### src/rtl/sida_pkg.sv
// shared types and constants for the signed integer to decimal text block
// no dependencies
package sida_pkg;

   localparam int NUM_WIDTH   = 32;
   localparam int CHAR_WIDTH  = 7;
   localparam int MAX_DIGITS  = 10;
   localparam int DIGIT_WIDTH = 4;
   localparam int CNT_WIDTH   = $clog2(MAX_DIGITS + 1);

   localparam logic [CHAR_WIDTH-1:0] DIGIT_BASE = 7'd48;
   localparam logic [CHAR_WIDTH-1:0] DIGIT_TOP  = 7'd57;
   localparam logic [CHAR_WIDTH-1:0] MINUS_CHAR = 7'd45;

   // floor(x / 10) == (x * RECIP_TEN) >> RECIP_SHIFT for every 32-bit x
   localparam logic [NUM_WIDTH-1:0] RECIP_TEN   = 32'hCCCC_CCCD;
   localparam int                   RECIP_SHIFT = 35;

   typedef enum logic [1:0] {
      ST_IDLE,
      ST_CONVERT,
      ST_SIGN,
      ST_DIGITS
   } state_type;

   typedef struct packed {
      logic load;
      logic divide;
      logic emit_sign;
      logic emit_digit;
   } cmd_type;

   typedef struct packed {
      logic quot_zero;
      logic neg;
      logic last_digit;
   } status_type;

endpackage

### src/rtl/sida_ctrl.sv
// controller: sequences load, divide steps and character output, owns the output valid
// depends on sida_pkg
module sida_ctrl
   import sida_pkg::*;
(
   input  logic       clock,
   input  logic       reset,
   input  logic       req_valid,
   output logic       req_ready,
   output logic       rsp_valid,
   input  logic       rsp_ready,
   input  status_type status,
   output cmd_type    cmd
);

   state_type state_ff, state_in;
   logic      rsp_valid_ff, rsp_valid_in;
   logic      slot_free;

   assign slot_free = !rsp_valid_ff || rsp_ready;

   always_ff @(posedge clock) begin
      if (reset) begin
         state_ff     <= ST_IDLE;
         rsp_valid_ff <= 1'b0;
      end else begin
         state_ff     <= state_in;
         rsp_valid_ff <= rsp_valid_in;
      end
   end

   always_comb begin
      state_in  = state_ff;
      cmd       = '0;
      req_ready = 1'b0;
      case (state_ff)
         ST_IDLE: begin
            req_ready = 1'b1;
            if (req_valid) begin
               cmd.load = 1'b1;
               state_in = ST_CONVERT;
            end
         end
         ST_CONVERT: begin
            cmd.divide = 1'b1;
            if (status.quot_zero) begin
               state_in = status.neg ? ST_SIGN : ST_DIGITS;
            end
         end
         ST_SIGN: begin
            if (slot_free) begin
               cmd.emit_sign = 1'b1;
               state_in      = ST_DIGITS;
            end
         end
         ST_DIGITS: begin
            if (slot_free) begin
               cmd.emit_digit = 1'b1;
               if (status.last_digit) begin
                  state_in = ST_IDLE;
               end
            end
         end
         default: begin
            state_in = ST_IDLE;
         end
      endcase
      if (cmd.emit_sign || cmd.emit_digit) begin
         rsp_valid_in = 1'b1;
      end else if (rsp_ready) begin
         rsp_valid_in = 1'b0;
      end else begin
         rsp_valid_in = rsp_valid_ff;
      end
   end

   assign rsp_valid = rsp_valid_ff;

endmodule
### config.mk
export PLATFORM = sky130hd
export DESIGN_NAME = sida_ctrl
export DESIGN_NICKNAME = d
export VERILOG_FILES = /design/src/rtl/sida_pkg.sv /design/src/rtl/sida_ctrl.sv
export SDC_FILE = /design/constraint.sdc
export NUM_CORES = 1
export LEC_CHECK = 0
export ABC_CLOCK_PERIOD_IN_PS = 2100
export BUFFER_PORTS_ARGS = -buffer_cell sky130_fd_sc_hd__buf_2
export CAP_MARGIN = 5
export CORE_AREA = 2 2 39 41
export DETAILED_ROUTE_END_ITERATION = 6
export DIE_AREA = 0 0 41 43
export SYNTH_ARGS = -nofsm -noshare
export SYNTH_HDL_FRONTEND = slang
export SYNTH_SLANG_ARGS = --single-unit
### constraint.sdc
create_clock -name clock -period 2.1 [get_ports clock]
set_clock_uncertainty 0.15 [all_clocks]
set_input_delay 0.315 -clock clock [delete_from_list [all_inputs] [get_ports clock]]
set_output_delay 0.315 -clock clock [all_outputs]
set_load 0.05 [all_outputs]
Word level (Yosys, flattened, before mapping)
Index checks and enable logic that the tools add are counted.
W data, S select, Z words.
{"block": "op_classes", "mux": 16, "n_eq_ne": 8, "n_bitwise": 0, "n_div": 0, "n_addsub": 0, "order_cmp": 0, "n_mul": 0, "shift": 0, "reduce_logical": 6}
{"op": "$mux W1", "n": 10}
{"op": "$mux W2", "n": 5}
{"op": "$ne A2 B2 Y1 const B", "n": 5}
{"op": "$pmux W2 S4", "n": 1}
{"op": "$reduce_and A5 Y1", "n": 1}
{"op": "$eq A2 B2 Y1 const B", "n": 2}
{"op": "$eq A2 B1 Y1 const B", "n": 1}
{"op": "$logic_not A2 Y1", "n": 1}
{"op": "$logic_or A1 B1 Y1", "n": 2}
{"op": "$reduce_bool A2 Y1", "n": 1}
{"op": "$logic_not A1 Y1", "n": 1}
{"block": "word_totals", "latchBits": 0, "ff_bits": 3, "n_memories": 0, "mem_bits_ro": 0, "in_bits": 7, "output_inout_bits": 6, "mem_bits_rw": 0, "word_cells": 32}

Longest topological paths before layout
{"block": "logic_depth", "word_depth": 6, "ltp_mapped": 5, "depth_no_buf": 5}

Worst setup path before layout
Ideal clock, no wire load.
{"block": "synth_timing", "path_type": "reg2out", "startpoint": "register state_ff[0]", "endpoint": "output port cmd[3] in the netlist's numbering", "path_stages_with_launch": 4, "required_time_ns": 1.635, "path_slack_ns": 0.208, "t_arrival_ns": 1.427, "n_path_buf": 0, "cell_sequence": "dfxtp_1 -> inv_1 -> ha_1 -> and2_1"}
{"element": "from (decl)", "line": "sida_ctrl.sv:16", "text": "state_type state_ff, state_in;"}
{"element": "from (signal assigned)", "line": "sida_ctrl.sv:27", "text": "state_ff <= state_in;"}
{"element": "to (decl)", "line": "sida_ctrl.sv:13", "text": "output cmd_type cmd"}

==> impl_metrics.toml <==
[setup_path]
crit_arrival_ns = 1.33
cp-end-kind = "primary output"
cp-start-kind = "register"
cp.required_ns = 1.63
cp_top_family = "flip-flops"
cp_slowest_cell = "dfxtp_1"
crit_buf_inv = 2
crit_path_max_fanout = 5
critPathMaxStageDelay_ns = 0.40
crit_chain = "inv_1, ha_1, and2_1, buf_2"
crit_type = "register to primary output"

[timing]
worst-slew-pin-transition_ns = 0.249
setup_viol = 0
setup-tns-final_ns = 0
drv_slew = 0
slew_headroom = 0.835
rsz0062_at_grt = "no"
hold_violations = 0
timing.final.crit_share = 0.856
finalCriticalPeriod_ns = 1.80
max_freq_mhz = 556

[routing]
route.vias.total = 239
drc = 0
drt_wl_total_um = 507
wl_per_cell_um = 8.45
drt_iter0_markers = 0
vias_per_cell = 3.98
first_pass_iters = 1
final_antenna_net_count = 0

[clock_network]
path_clk_slew_ns = 0.04
root_buffer = "clkbuf_4"
clk_latency_ns = 0.24
cts_tree = "built"
cts_resized = 0
clock_path_buffers = 2
cts_buffers = 3
ctsHoldBuffers = 0
h-tree-depth = 1
cts_setup_buffers = 0
cts_sinks = 3

[pwr]
p_leak_nw = 0.186
total_power_mw = 0.613
peakVddDrop_mv = 0.279
p_per_area_mw_per_mm2 = 1670

[cells_and_area]
nNetsFinal = 56
seqCellArea_um2 = 60.1
fillers = 161
antenna_cells = 0
multiInputGateArea_um2 = 189
layout-drive-gt1-share = 0.455
mostFrequentLayoutCells = "buf_2 (12), nand2b_1 (4), ha_1 (4)"
syn_to_final_growth_pct = 40.9
final_common_cell = "buf_2"

[die]
rows = 14
die_y_um = 43
initial_utilization = 0.188
ios = 13
core_mm2 = 0.00138
dieWidth_um = 41
dieArea_mm2 = 0.00176

[synthesis]
synth.distinct_cells = 15
ys_seq_area_frac = 0.231
syn_avg_cell_area_um2 = 9.29
synth_top_family_by_area = "simple AND/OR/NAND/NOR gates"
synthesis.area_um2 = 260
synth_cells = 28
synth_xor_area_frac = 0
ys_ff_latch = 3
synthMuxAreaShare = 0.0962
yosys.area_share.adder = 0.192
synth_compound_area_frac = 0.0913
yosysWarnings = 0
synth_nets = 39
synth-simple-area-share = 0.346

[grt]
grt.busiest_layer = "met2"
met2_usage = 0.116
grt_pass1_vias = 240
grt_use_met1 = 0.0735
grt.total_usage = 0.0752
grt_pass1_wl_um = 876
antenna_found_initial = 0
use_met3 = 0.0157
overflow = 0
grt_max_degree = 6

[placed_design]
io_buffers = 12
place_congestion = 0.664

[outcome]
status = "complete, no violations"

[worst_hold_path]
hold_class = "primary input to register"

[flow_run]
maxCapViolations = 0
## state kept, by name (all words and copies together), names as in the netlist
| register | cells |
|---|---|
| rsp_valid | 1 |
| state_ff | 2 |
## metal layers
metal  share of wire  wire (µm)
met1            0.39        198
met2            0.54        273
met3           0.039         20
met4           0.028         14
met5               0          0
## cell families after synthesis
family | Yosys count
simple gates | 13
mux | 2
compound gates | 3
flops | 3
fa+ha+maj | 4
buf+inv | 3
## worst reg2reg max path, stage by stage (launching register included)
cell and delay (ns):
dfxtp_1 0.40, inv_1 0.10, ha_1 0.21, nor2_1 0.14, o2111a_2 0.23, mux2_4 0.29
## Yosys cell counts
| master | number | area [µm²] |
|---|---|---|
| ha_1 | 4 | 50.1 |
| nand2b_1 | 4 | 25.0 |
| dfxtp_1 | 3 | 60.1 |
| inv_1 | 3 | 11.3 |
| and2_2 | 2 | 15.0 |
| nor2_1 | 2 | 7.51 |
| or2b_1 | 2 | 15.0 |
| a21oi_1 | 1 | 5.00 |
| a31oi_1 | 1 | 6.26 |
| and2_1 | 1 | 6.26 |
| mux2_4 | 1 | 15.0 |
| mux2i_1 | 1 | 10.0 |
| nand2b_4 | 1 | 13.8 |
| nand3b_1 | 1 | 7.51 |
| o2111a_2 | 1 | 12.5 |
## power by group
| part | leakage (nW) | internal (mW) | switching (mW) |
|---|---|---|---|
| Combinational | 0.147 | 0.131 | 0.267 |
| Sequential | 0.0247 | 0.0820 | 0.0294 |
| Clock | 0.0150 | 0.0713 | 0.0320 |
## layout make-up
type                    count  area share
well taps                  16      0.0546
clock buffers               4      0.0717
inverters                   3      0.0307
flip-flops and latches      3       0.164
multi-input cells          22       0.515
repair buffers             12       0.164
## final timing paths
kind / cells past startpoint / to / start / slack (ns)
hold / removal: 2 / rsp_valid / reset / 0.15
setup / recovery: 4 / cmd[3] / state_ff[0] / 0.30
setup reg to reg: 5 / state_ff[0] / state_ff[0] / 0.46
hold reg to reg: 2 / rsp_valid / rsp_valid / 0.36
## per-stage QoR
| stage | std cells | hold slack, ns | area (µm²) | util | setup slack [ns] |
|---|---|---|---|---|---|
| 6_report | 60 | 0.154 | 367 | 0.265 | 0.303 |
| 3_5_place_dp | 56 | 0.359 | 340 | 0.246 | 0.462 |
| 4_1_cts | 60 | 0.150 | 367 | 0.265 | 0.302 |
| 5_1_grt | 60 | 0.163 | 367 | 0.265 | 0.243 |
| 2_1_floorplan | 28 | 0.234 | 260 | - | 0.208 |
| 3_3_place_gp | 56 | 0.359 | 340 | 0.246 | 0.464 |
(Power assumes the default switching activity.)
